[config.mk]
export PLATFORM = sky130hd
export DESIGN_NAME = ota_data_frame_builder_core
export DESIGN_NICKNAME = d
export VERILOG_FILES = /design/src/hdl/odfb_pkg.sv /design/src/hdl/ota_data_frame_builder_core.sv /design/src/hdl/odfb_frame_ctl.sv /design/src/hdl/odfb_byte_ser.sv
export SDC_FILE = /design/constraint.sdc
export NUM_CORES = 1
export LEC_CHECK = 0
export BUFFER_PORTS_ARGS = -buffer_cell sky130_fd_sc_hd__buf_2
export CAP_MARGIN = 20
export CORE_ASPECT_RATIO = 0.7
export CORE_MARGIN = 2
export CORE_UTILIZATION = 35
export CTS_BUF_LIST = sky130_fd_sc_hd__clkbuf_4 sky130_fd_sc_hd__clkbuf_8
export CTS_CLUSTER_DIAMETER = 150
export DETAILED_ROUTE_END_ITERATION = 8
export MAX_ROUTING_LAYER = met4
export SKIP_LAST_GASP = 1
export SLEW_MARGIN = 5
export SYNTH_ARGS = -nofsm -noshare
export SYNTH_HDL_FRONTEND = slang
export SYNTH_SLANG_ARGS = --single-unit
[constraint.sdc]
create_clock -name i_clk -period 3.7 [get_ports i_clk]
set_clock_uncertainty 0.05 [all_clocks]
set_input_delay 0.555 -clock i_clk [delete_from_list [all_inputs] [get_ports i_clk]]
set_output_delay 0.555 -clock i_clk [all_outputs]
set_load 0.01 [all_outputs]
[src/hdl/odfb_pkg.sv]
// ----------------------------------------------------------------------------
// odfb_pkg
// Types, constants and the CRC-32/MPEG-2 byte update for the packet builder.
// ----------------------------------------------------------------------------
package odfb_pkg;

    localparam int unsigned LEN_W           = 11;
    localparam int unsigned LEN_MAX         = (1 << LEN_W) - 1;
    localparam int unsigned MAX_PAYLOAD_DEF = 1024;

    localparam logic [31:0] CRC_POLY = 32'h04C1_1DB7;
    localparam logic [31:0] CRC_INIT = 32'hFFFF_FFFF;

    localparam logic [7:0]  START_BYTE_RST = 8'hAA;
    localparam logic [7:0]  END_BYTE_RST   = 8'hBB;
    localparam logic [7:0]  FRAME_TYPE_RST = 8'h01;

    // Configuration register indexes
    typedef enum logic [1:0] {
        CFG_START_BYTE = 2'd0,
        CFG_END_BYTE   = 2'd1,
        CFG_FRAME_TYPE = 2'd2,
        CFG_CRC_SEED   = 2'd3
    } t_cfg_idx;

    // Byte slots of one item's output run
    typedef logic [3:0] t_slot;
    localparam t_slot SLOT_START  = 4'd0;
    localparam t_slot SLOT_TYPE   = 4'd1;
    localparam t_slot SLOT_LEN_LO = 4'd2;
    localparam t_slot SLOT_LEN_HI = 4'd3;
    localparam t_slot SLOT_DATA   = 4'd4;
    localparam t_slot SLOT_CRC_0  = 4'd5;
    localparam t_slot SLOT_CRC_1  = 4'd6;
    localparam t_slot SLOT_CRC_2  = 4'd7;
    localparam t_slot SLOT_CRC_3  = 4'd8;
    localparam t_slot SLOT_END    = 4'd9;

    typedef struct packed {
        logic [7:0]       payload_byte;
        logic [LEN_W-1:0] payload_len;
    } t_in_beat;

    typedef struct packed {
        logic [7:0] out_byte;
        logic       frame_end;
        logic       run_last;
    } t_out_beat;

    typedef struct packed {
        logic [7:0]  start_byte;
        logic [7:0]  end_byte;
        logic [7:0]  frame_type;
        logic [31:0] crc_seed;
    } t_cfg;

    // Everything the serializer needs to emit one item's bytes
    typedef struct packed {
        logic             hdr;
        logic             tail;
        logic [7:0]       data;
        logic [LEN_W-1:0] len;
        logic [31:0]      crc;
    } t_bundle;

    typedef struct packed {
        logic load;
        logic free;
    } t_ser_ctl;

    // MSB-first CRC update over one byte
    function automatic logic [31:0] crc_byte(input logic [31:0] crc_in,
                                             input logic [7:0]  b);
        logic [31:0] c;
        c = crc_in ^ {b, 24'h0};
        for (int k = 0; k < 8; k++) begin
            if (c[31]) begin
                c = {c[30:0], 1'b0} ^ CRC_POLY;
            end else begin
                c = {c[30:0], 1'b0};
            end
        end
        return c;
    endfunction

endpackage

[src/hdl/ota_data_frame_builder_core.sv]
// ----------------------------------------------------------------------------
// ota_data_frame_builder_core
// Framed packet builder: header, payload echo, CRC-32/MPEG-2 trailer, end byte.
// ----------------------------------------------------------------------------
//  channel   | direction | handshake               | beat
//  ----------+-----------+-------------------------+-------------------------
//  in        | to core   | i_valid / o_stall       | t_in_beat  (byte, length)
//  out       | from core | o_valid / i_stall       | t_out_beat (byte, flags)
//  cfg       | to core   | i_cfg_valid/o_cfg_ready | index 2b, data 32b
//
//  An input beat's CRC update and frame count finish in the cycle it is
//  taken. Its output bytes then leave one per cycle, while i_stall is low,
//  from the byte serializer: 1 mid-frame, 5 on a frame's first byte, 6 on
//  its last, 10 for a one-byte frame. A new input beat is taken in the
//  cycle the serializer sends its last byte, so mid-frame the core runs
//  one beat per cycle when unstalled. Synchronous reset returns the control
//  and config registers to defaults; the config port is always ready.
// ----------------------------------------------------------------------------
module ota_data_frame_builder_core
    import odfb_pkg::*;
#(
    parameter int unsigned MAX_PAYLOAD = MAX_PAYLOAD_DEF
) (
    input  logic        i_clk,
    input  logic        i_rst_n,
    input  logic        i_valid,
    output logic        o_stall,
    input  t_in_beat    i_in_beat,
    output logic        o_valid,
    input  logic        i_stall,
    output t_out_beat   o_out_beat,
    input  logic        i_cfg_valid,
    output logic        o_cfg_ready,
    input  logic [1:0]  i_cfg_index,
    input  logic [31:0] i_cfg_data
);

    t_cfg     r_cfg;
    t_bundle  bundle;
    t_ser_ctl ser_ctl;
    logic     in_fire;

    assign o_cfg_ready = 1'b1;

    always_ff @(posedge i_clk) begin
        if (!i_rst_n) begin
            r_cfg.start_byte <= START_BYTE_RST;
            r_cfg.end_byte   <= END_BYTE_RST;
            r_cfg.frame_type <= FRAME_TYPE_RST;
            r_cfg.crc_seed   <= CRC_INIT;
        end else if (i_cfg_valid && o_cfg_ready) begin
            case (i_cfg_index)
                CFG_START_BYTE: r_cfg.start_byte <= i_cfg_data[7:0];
                CFG_END_BYTE:   r_cfg.end_byte   <= i_cfg_data[7:0];
                CFG_FRAME_TYPE: r_cfg.frame_type <= i_cfg_data[7:0];
                CFG_CRC_SEED:   r_cfg.crc_seed   <= i_cfg_data;
                default:        r_cfg.crc_seed   <= r_cfg.crc_seed;
            endcase
        end
    end

    assign o_stall = !ser_ctl.free;
    assign in_fire = i_valid && ser_ctl.free;

    odfb_frame_ctl #(
        .MAX_PAYLOAD (MAX_PAYLOAD)
    ) u_frame_ctl (
        .i_clk      (i_clk),
        .i_rst_n    (i_rst_n),
        .i_fire     (in_fire),
        .i_beat     (i_in_beat),
        .i_crc_seed (r_cfg.crc_seed),
        .o_bundle   (bundle)
    );

    odfb_byte_ser u_byte_ser (
        .i_clk      (i_clk),
        .i_rst_n    (i_rst_n),
        .i_load     (in_fire),
        .i_bundle   (bundle),
        .i_cfg      (r_cfg),
        .i_stall    (i_stall),
        .o_valid    (o_valid),
        .o_out_beat (o_out_beat),
        .o_ctl      (ser_ctl)
    );

endmodule

[src/hdl/odfb_frame_ctl.sv]
// ----------------------------------------------------------------------------
// odfb_frame_ctl
// Frame position, sampled length and running CRC; builds one bundle per beat.
// ----------------------------------------------------------------------------
module odfb_frame_ctl
    import odfb_pkg::*;
#(
    parameter int unsigned MAX_PAYLOAD = MAX_PAYLOAD_DEF
) (
    input  logic        i_clk,
    input  logic        i_rst_n,
    input  logic        i_fire,
    input  t_in_beat    i_beat,
    input  logic [31:0] i_crc_seed,
    output t_bundle     o_bundle
);

    localparam int unsigned MaxClip = (MAX_PAYLOAD > LEN_MAX) ? LEN_MAX : MAX_PAYLOAD;
    localparam logic [LEN_W-1:0] MaxLen = LEN_W'(MaxClip);

    logic [LEN_W-1:0] r_bytes_seen, n_bytes_seen;
    logic [LEN_W-1:0] r_frame_length, n_frame_length;
    logic [31:0]      r_crc, n_crc;

    logic             first;
    logic [LEN_W-1:0] len_clip;
    logic [LEN_W:0]   seen_inc;
    logic             tail;

    assign first = (r_bytes_seen == '0);

    always_comb begin
        if (i_beat.payload_len == '0) begin
            len_clip = LEN_W'(1);
        end else if (32'(i_beat.payload_len) > MaxClip) begin
            len_clip = MaxLen;
        end else begin
            len_clip = i_beat.payload_len;
        end
    end

    assign n_frame_length = first ? len_clip : r_frame_length;
    assign n_crc          = crc_byte(first ? i_crc_seed : r_crc, i_beat.payload_byte);
    assign seen_inc       = {1'b0, r_bytes_seen} + (LEN_W + 1)'(1);
    assign tail           = (seen_inc >= {1'b0, n_frame_length});
    assign n_bytes_seen   = tail ? '0 : seen_inc[LEN_W-1:0];

    always_ff @(posedge i_clk) begin
        if (!i_rst_n) begin
            r_bytes_seen   <= '0;
            r_frame_length <= '0;
            r_crc          <= CRC_INIT;
        end else if (i_fire) begin
            r_bytes_seen   <= n_bytes_seen;
            r_frame_length <= n_frame_length;
            r_crc          <= n_crc;
        end
    end

    always_comb begin
        o_bundle.hdr  = first;
        o_bundle.tail = tail;
        o_bundle.data = i_beat.payload_byte;
        o_bundle.len  = n_frame_length;
        o_bundle.crc  = n_crc;
    end

endmodule

[src/hdl/odfb_byte_ser.sv]
// ----------------------------------------------------------------------------
// odfb_byte_ser
// Holds one bundle and walks its byte slots out, one beat per cycle unless stalled.
// ----------------------------------------------------------------------------
module odfb_byte_ser
    import odfb_pkg::*;
(
    input  logic      i_clk,
    input  logic      i_rst_n,
    input  logic      i_load,
    input  t_bundle   i_bundle,
    input  t_cfg      i_cfg,
    input  logic      i_stall,
    output logic      o_valid,
    output t_out_beat o_out_beat,
    output t_ser_ctl  o_ctl
);

    t_bundle r_bundle;
    t_slot   r_idx;
    logic    r_valid;

    t_slot last_idx;
    logic  out_fire;
    logic  at_last;

    assign last_idx = r_bundle.tail ? SLOT_END : SLOT_DATA;
    assign at_last  = (r_idx == last_idx);
    assign out_fire = r_valid && !i_stall;

    // Free when empty or when the last beat of the run leaves this cycle
    assign o_ctl.free = !r_valid || (out_fire && at_last);
    assign o_ctl.load = i_load;

    always_ff @(posedge i_clk) begin
        if (!i_rst_n) begin
            r_valid <= 1'b0;
            r_idx   <= SLOT_DATA;
        end else if (i_load) begin
            r_valid <= 1'b1;
            r_idx   <= i_bundle.hdr ? SLOT_START : SLOT_DATA;
        end else if (out_fire) begin
            if (at_last) begin
                r_valid <= 1'b0;
            end else begin
                r_idx <= r_idx + t_slot'(1);
            end
        end
    end

    always_ff @(posedge i_clk) begin
        if (i_load) begin
            r_bundle <= i_bundle;
        end
    end

    always_comb begin
        case (r_idx)
            SLOT_START:  o_out_beat.out_byte = i_cfg.start_byte;
            SLOT_TYPE:   o_out_beat.out_byte = i_cfg.frame_type;
            SLOT_LEN_LO: o_out_beat.out_byte = r_bundle.len[7:0];
            SLOT_LEN_HI: o_out_beat.out_byte = 8'(r_bundle.len[LEN_W-1:8]);
            SLOT_DATA:   o_out_beat.out_byte = r_bundle.data;
            SLOT_CRC_0:  o_out_beat.out_byte = r_bundle.crc[7:0];
            SLOT_CRC_1:  o_out_beat.out_byte = r_bundle.crc[15:8];
            SLOT_CRC_2:  o_out_beat.out_byte = r_bundle.crc[23:16];
            SLOT_CRC_3:  o_out_beat.out_byte = r_bundle.crc[31:24];
            SLOT_END:    o_out_beat.out_byte = i_cfg.end_byte;
            default:     o_out_beat.out_byte = r_bundle.data;
        endcase
        o_out_beat.frame_end = (r_idx == SLOT_END);
        o_out_beat.run_last  = at_last;
    end

    assign o_valid = r_valid;

endmodule

* Word level (Yosys, flattened, before mapping) *
Index checks and enable logic that the tools add are counted.
W data, S select, Z words.

operators by class
  bitwise gates (word level) = 9
  order comparisons = 2
  add/sub/neg operators = 2
  eq/ne operators = 13
  reductions and logical operators = 19
  muxes and demuxes = 22

operator list
  kind                     count
  $mux W27                 8
  $not A14 Y14             8
  $pmux W8 S9              1
  $mux W11                 4
  $mux W32                 1
  $xor A32 B32 Y32         1
  $logic_not A11 Y1        2
  $mux W4                  4
  $add A11 B1 Y12 const B  1
  $eq A4 B3 Y1 const B     3
  $ge A12 B11 Y1           1
  $reduce_and A2 Y1        6
  $gt A11 B11 Y1 const B   1
  $eq A4 B2 Y1 const B     2
  $eq A4 B4 Y1 const B     2
  $add A4 B1 Y4 const B    1
  $eq A2 B2 Y1 const B     2
  $eq A4 B1 Y1 const B     1
  $eq A4 B4 Y1             1
  $logic_not A4 Y1         1
  $reduce_bool A2 Y1       2
  $logic_and A1 B1 Y1      3
  $logic_not A1 Y1         3
  $mux W1                  3
  5 further kinds          5

word-level totals
  bits in registers = 167
  word-level logic and storage cells = 80
  output and inout bits = 13
  input port bits = 58

* Logic depth before layout (Yosys ltp) *
Gate-level depths: netlist of the first run.

  depth in word-level cells = 19
  mapped depth = 19
  mapped depth without buffers = 15

* Modules after synthesis *
A second synthesis of the first run with hierarchy kept.

second synthesis, totals
  cells, all modules = 860
  area total of the unflattened synthesis = 8,858.5 sq um

by module, submodules not included
  module                       sequential area each (sq um)  cells each  area each (sq um)  times used
  odfb_frame_ctl               1,081.0                       435         4,053.9            1
  odfb_byte_ser                1,661.6                       184         2,523.7            1
  ota_data_frame_builder_core  1,121.1                       241         2,280.9            1

* Least setup slack after synthesis of the first run *
No wires, ideal clock.

  path kind = reg-to-reg
  start point = register u_frame_ctl.r_bytes_seen[0]
  end point = register u_frame_ctl.r_bytes_seen[2]
  path slack = -0.292 ns
  data required time = 3.591 ns
  buffers on the path = 4
  stages on the path, launching flop included = 19
  clock period less this slack = 3.992 ns
  data arrival time = 3.883 ns
  library setup time = 0.059 ns
  cell sequence = dfxtp_1 inv_1 ha_1 nand4b_1 buf_6 buf_6 buf_1 clkbuf_1 o21ai_0 ha_1 nand2b_1 a21o_1 a21o_1 a21o_1 a21oi_1 o21ai_0 a211oi_1 a22o_1 and2_1

RTL lines
  what                    line                  text
  from (decl)             odfb_frame_ctl.sv:21  logic [LEN_W-1:0] r_bytes_seen, n_bytes_seen;
  from (signal assigned)  odfb_frame_ctl.sv:54  r_bytes_seen <= n_bytes_seen;

==> results of run 1 <==
## worst min-delay path, stage by stage
cell and delay, ps:
buf_2 70, nand2_1 40, nand3_1 60
## per-layer routing
| metal | global-route usage, % | wire (um) | up-vias |
|---|---|---|---|
| met3 | 3.575 | 1397 | 14 |
| met2 | 23.74 | 8644 | 187 |
| met4 | 4.156 | 204 | 0 |
| met1 | 28.44 | 11150 | 3003 |
| met5 | - | 0 | - |
| li1 | - | - | 3034 |
## sequential cells by signal, summed over array words and instances, names as in the netlist
signal / flops
u_byte_ser.o_valid: 1
u_frame_ctl.r_frame_length: 11
u_frame_ctl.r_bytes_seen: 11
u_byte_ser.r_bundle: 52
u_byte_ser.r_idx: 4
r_cfg: 56
u_frame_ctl.r_crc: 32
## layout make-up
type	instances	area share, %
Multi-Input combinational cell	596	42.12
Inverter	21	0.8587
Clock buffer	19	2.804
Antenna cell	1	0.02683
Tap cell	312	4.186
Sequential cell	167	41.43
Clock inverter	13	1.785
Timing Repair Buffer	102	6.789
## report_power, final
part	leakage, uW	internal [uW]	total (uW)	switching [uW]
clock network	0.000222	712	1410	702
logic	0.00220	550	1310	758
registers	0.00145	2210	2330	119
## per-stage QoR
stage / utilization [%] / setup TNS, ps / hold WS (ps) / setup slack [ps]
floorplan: - / -7.977 / 389.8 / -2.659
global placement: 39.10 / 0 / 400.8 / 58.13
detailed placement: 39.10 / -84.60 / 404.7 / -34.83
CTS: 40.99 / 0 / 216.3 / 147.0
global route: 41.12 / 0 / 226.0 / 36.59
finish: 41.12 / 0 / 247.4 / 160.4
## worst paths after layout
| path | cells after the start | end | slack (ps) | startpoint |
|---|---|---|---|---|
| max reg2reg | 16 | u_frame_ctl.r_bytes_seen[5]$_SDFFE_PN0P_ | 330 | u_frame_ctl.r_bytes_seen[0]$_SDFFE_PN0P_ |
| min reg2reg | 2 | u_frame_ctl.r_crc[4]$_SDFFE_PN1P_ | 420 | u_frame_ctl.r_crc[4]$_SDFFE_PN1P_ |
| min | 3 | r_cfg[20]$_SDFFE_PN1P_ | 250 | i_cfg_data[20] |
| max | 7 | o_out_beat[5] | 160 | u_byte_ser.r_idx[0]$_SDFFE_PN0P_ |
## cell usage in the layout (no fill, tap or decap), types with 17 or more instances in the layout
cell type | synthesis | layout
nand2_1 | 182 | 182
nor2_1 | 30 | 30
buf_2 | 2 | 68
buf_4 | 2 | 31
edfxtp_1 | 52 | 52
xnor2_1 | 46 | 46
a21boi_0 | 17 | 17
nand3_1 | 76 | 76
xor2_1 | 23 | 23
inv_1 | 20 | 20
dfxtp_1 | 115 | 115
clkbuf_8 | 0 | 19
mux2i_1 | 38 | 38
ha_1 | 17 | 17
## cells by family (layout without fill, tap and decap cells)
logic type | Yosys count | count (layout) | share of synthesized area (%)
xor gates and xnor gates | 83 | 83 | 10.80
AOI/OAI and AO/OA | 116 | 116 | 10.68
muxes | 44 | 44 | 5.849
buffers and inverters | 75 | 155 | 3.791
and+or+nand+nor | 334 | 334 | 18.30
adders and majority gates | 18 | 18 | 2.754
other | 1 | 2 | 0.04637
DFF | 167 | 167 | 47.78
## timing repair
item,in CTS,in global routing
setup buffers,0,1
setup endpoints to repair,0,13
endpoints found under the hold margin,0,0
==> flow_summary.json, run 1 <==
{
  "num_vias": 6238,
  "period_minus_slack_ps": 3540,
  "ys_seq_area_share_pct": 47.78,
  "area_growth_pct": 15.32,
  "finalWeightedCongestion": 0.8860,
  "required_ps": 3090,
  "grt_pass1_vias": 5720,
  "synth.most_common_cell": "nand2_1",
  "stdcell_count": 1231,
  "cts_max_level": 4,
  "syn_area_um2": 8087,
  "layout.area.seq_um2": 3864,
  "power.total_uw": 5047,
  "port_buffers": 69,
  "ant_nets": 0,
  "ys_types": 58,
  "io_pins": 71,
  "rsz0062_at_grt": "no",
  "hold_buffers": 0,
  "cts_made_buffers": 17,
  "grt_overflow": 0,
  "ys_top_cells_by_count": "nand2_1, dfxtp_1, nand3_1",
  "drc": 0,
  "clk_path_buf_depth": 2,
  "grt_antenna_before_repair": 1,
  "hold_path_class": "input pin to flip-flop",
  "post_cts_resized": 0,
  "critical-path-max-stage-delay_ps": 670,
  "place_area_um2": 8867,
  "ir_worst_vdd_mv": 0.2279,
  "status": "completed",
  "die_width_um": 185.7,
  "critPathTopFamily": "compound AO/OA/AOI/OAI gates",
  "p_leak_uw": 0.003871,
  "fp-row-count": 46,
  "critPathMaxFanout": 17,
  "n_fill_cell": 2290,
  "crit_buf_inv": 2,
  "clk_pin_slew_ps": 90,
  "avgSynthCellArea_um2": 9.650,
  "timing.critical_path.to_type": "primary output",
  "synth_area_leaders": "dfxtp_1, edfxtp_1, nand2_1, xnor2_1, mux2i_1",
  "ys_ff_latch": 167,
  "synth-edff-count": 52,
  "final_layout_size_suffix_gt1_share_pct": 17.76,
  "die_h_um": 131.2,
  "drt_iter0_drc": 566,
  "drtPass1Iterations": 6,
  "yosysWarnings": 0,
  "cts-root-buf": "clkbuf_8",
  "synth_top_area_share_pct": 28.47,
  "max_freq_mhz": 282.5,
  "power.density_nw_per_um2": 541.2,
  "period_share_pct": 95.66,
  "crit_path_cell_trace": "inv_1 -> ha_1 -> nor3_1 -> o22ai_1 -> o221ai_1 -> o21a_1 -> buf_2",
  "dieArea_um2": 24360,
  "syn-num-nets": 913,
  "drv_cap": 0,
  "final-max-slew-violation-count": 0,
  "setup_viol": 0,
  "wire_per_inst_um": 17.39,
  "initial_utilization_pct": 35.66,
  "dp_hpwl_um": 15050,
  "dp.cells": 1196,
  "multi_input_area_um2": 3928,
  "hold_viol_final": 0,
  "via_per_inst": 5.067,
  "yosys.area.top_type": "dfxtp_1",
  "final_area_um2": 9325,
  "worstMarginPinSlew_ps": 778.5,
  "start_kind": "flip-flop",
  "wl_um": 21400,
  "insertion_delay_ps": 460,
  "design.core.area_um2": 22680,
  "synth_cells": 838,
  "maxSlewHeadroom_pct": 48.10,
  "cts_tree": "built",
  "async_flop_share_pct": 0,
  "crit_path_top_delay_cell": "ha_1",
  "grt_pass1_wl_um": 32890,
  "cp.arrival_ps": 2930,
  "grt_max_degree": 110,
  "grt.total_usage_pct": 18.22,
  "critPathKind": "flip-flop to primary output",
  "synth_ff_type": "dfxtp_1",
  "cts_sinks": 167,
  "finish.net_count": 980
}
Power figures use the tool's default switching activity.
==> run 2, diff against run 1 <==
Clock period 3.7 ns to 4.5 ns, I/O delays scaled along.
==> run 2 against run 1 <==
  * Sequential share of layout area up 1.1 points
  * Cell area down 2.7%
  * Routed wire length down 1.1%
==> flow_summary.json, run 2 (synthesis results as in run 1) <==
{
  "status": "completed",
  "comb_power_share_pct": 26.6,
  "hold_viol_final": 0,
  "crit_buf_inv": 0,
  "critPathKind": "flip-flop to flip-flop",
  "critical-path-max-stage-delay_ps": 610,
  "power_frac_clock_pct": 24.8,
  "setup_tns_ps": 0,
  "cp.arrival_ps": 4430,
  "p_sw_share_pct": 32.92,
  "critPathTopFamily": "compound AO/OA/AOI/OAI gates",
  "required_ps": 4850,
  "p_int_uw": 2629,
  "die_h_um": 131.2,
  "cts_sinks": 167,
  "clk_path_buf_depth": 2,
  "io_pins": 71,
  "largest_register_ffs": 56,
  "mostFrequentLayoutCell": "nand2_1",
  "antenna-diode-count": 0,
  "wl_um": 21170,
  "crit_path_top_delay_cell": "a211oi_1",
  "ant_nets": 0,
  "design.core.area_um2": 22680,
  "finalWeightedCongestion": 0.8893,
  "ir_worst_vdd_mv": 0.2158,
  "whs_path_depth": 3,
  "grt_pass1_vias": 5850,
  "via_per_inst": 5.031,
  "cts-root-buf": "clkbuf_8",
  "ff2ff_path_depth": 13,
  "post-route-util_pct": 40.03,
  "critPathMaxFanout": 13,
  "power.density_nw_per_um2": 431.7,
  "max_freq_mhz": 245.3,
  "wire_per_inst_um": 17.46,
  "clk_pin_slew_ps": 100,
  "dp_hpwl_um": 14990,
  "cts_max_level": 4,
  "min-delay-start": "i_cfg_data[16]",
  "period_share_pct": 90.59,
  "drtPass1Iterations": 5,
  "grt.total_usage_pct": 18.40,
  "r2r-start": "u_frame_ctl.r_bytes_seen[6]$_SDFFE_PN0P_",
  "p_leak_uw": 0.003732,
  "fp-row-count": 46,
  "maxSlewHeadroom_pct": 46.88,
  "dieArea_um2": 24360,
  "drt_iter0_drc": 558,
  "rsz0062_at_grt": "no",
  "drc": 0,
  "initial_utilization_pct": 35.66,
  "final_layout_size_suffix_gt1_share_pct": 15.89,
  "insertion_delay_ps": 460,
  "port_buffers": 69,
  "final-max-slew-violation-count": 0,
  "start_kind": "flip-flop",
  "num_vias": 6097,
  "p_seq_share_pct": 48.6,
  "post_cts_buffers": 0,
  "crit_cells": 13,
  "grt_max_degree": 74,
  "grt_pass1_wl_um": 33460,
  "cts_tree": "built",
  "period_minus_slack_ps": 4077,
  "hold_buffers": 0,
  "die_width_um": 185.7,
  "finish.net_count": 962,
  "grt_overflow": 0,
  "grt_antenna_before_repair": 0,
  "hold_path_class": "input pin to flip-flop",
  "timing.critical_path.to_type": "flip-flop",
  "drv_cap": 0,
  "setup_viol": 0,
  "critPathMostFrequentCell": "a21o_1",
  "timing.critical_path.from": "u_frame_ctl.r_bytes_seen[6]$_SDFFE_PN0P_",
  "crit_path_cell_trace": "nor4_2 -> nand4b_1 -> o21ai_0 -> ha_1 -> nand2b_1 -> a21o_1 -> a21o_1 -> a21o_1 -> a21oi_1 -> o21ai_0 -> a211oi_1 -> a22o_1 -> and2_1",
  "p_sw_uw": 1290,
  "worstMarginPinSlew_ps": 796.8,
  "final_cell_mix": "nand2_1, dfxtp_1, nand3_1, buf_2, edfxtp_1",
  "area_growth_pct": 12.25,
  "regMostFlops": "r_cfg",
  "reg_top3": "r_cfg (56), u_byte_ser.r_bundle (52), u_frame_ctl.r_crc (32)",
  "cts_made_buffers": 17,
  "post_cts_resized": 0
}
==> run 2: per-layer routing <==
layer / share of wire (%) / up-vias / track usage (%)
met5: 0 / - / -
met2: 40 / 179 / 24.11
met1: 52 / 2896 / 28.58
met4: 1.3 / 0 / 4.418
met3: 6.6 / 20 / 3.465
li1: - / 3002 / -
==> run 2: path summary, 6_finish.rpt <==
| check | end | slack (ps) |
|---|---|---|
| worst max-delay path | u_frame_ctl.r_bytes_seen[6]$_SDFFE_PN0P_ | 420 |
| worst max register to register | u_frame_ctl.r_bytes_seen[6]$_SDFFE_PN0P_ | 420 |
| worst min register to register | r_cfg[39]$_SDFFE_PN0P_ | 420 |
| worst min-delay path | r_cfg[16]$_SDFFE_PN1P_ | 370 |
==> run 2: worst min-delay path, stage by stage <==
cell and delay (ps):
buf_2 80, nand2_1 40, nand3_1 60
==> run 2: final cells by class <==
| cell class | instances | area (um^2) |
|---|---|---|
| multi-input combinational | 596 | 3919 |
| tap | 312 | 390.4 |
| clock inverter | 14 | 97.59 |
| inverter | 21 | 80.08 |
| sequential | 167 | 3864 |
| timing repair buffer | 84 | 485.5 |
| fill | 2297 | 13600 |
| clock buffer | 18 | 241.5 |
==> run 2: through the flow <==
stage	setup WS, ps	total power [uW]	hold WS (ps)	area [um^2]	cells
6_report	423.4	3919	367.6	9077	1212
4_1_cts	463.8	3938	352.5	9077	1212
2_1_floorplan	508.0	2658	389.8	8087	838
5_1_grt	78.79	4124	351.9	9077	1212
3_5_place_dp	304.6	2977	405.9	8738	1180
3_3_place_gp	340.6	2969	399.6	8738	1180
==> run 2: power by group through the flow <==
stage / Sequential, uW / Combinational (uW) / Clock [uW]
floorplan: 1900 / 755 / 0
global placement: 1940 / 1030 / 0
detailed placement: 1940 / 1040 / 0
CTS: 1910 / 1040 / 990
global route: 1930 / 1140 / 1060
finish: 1910 / 1040 / 971
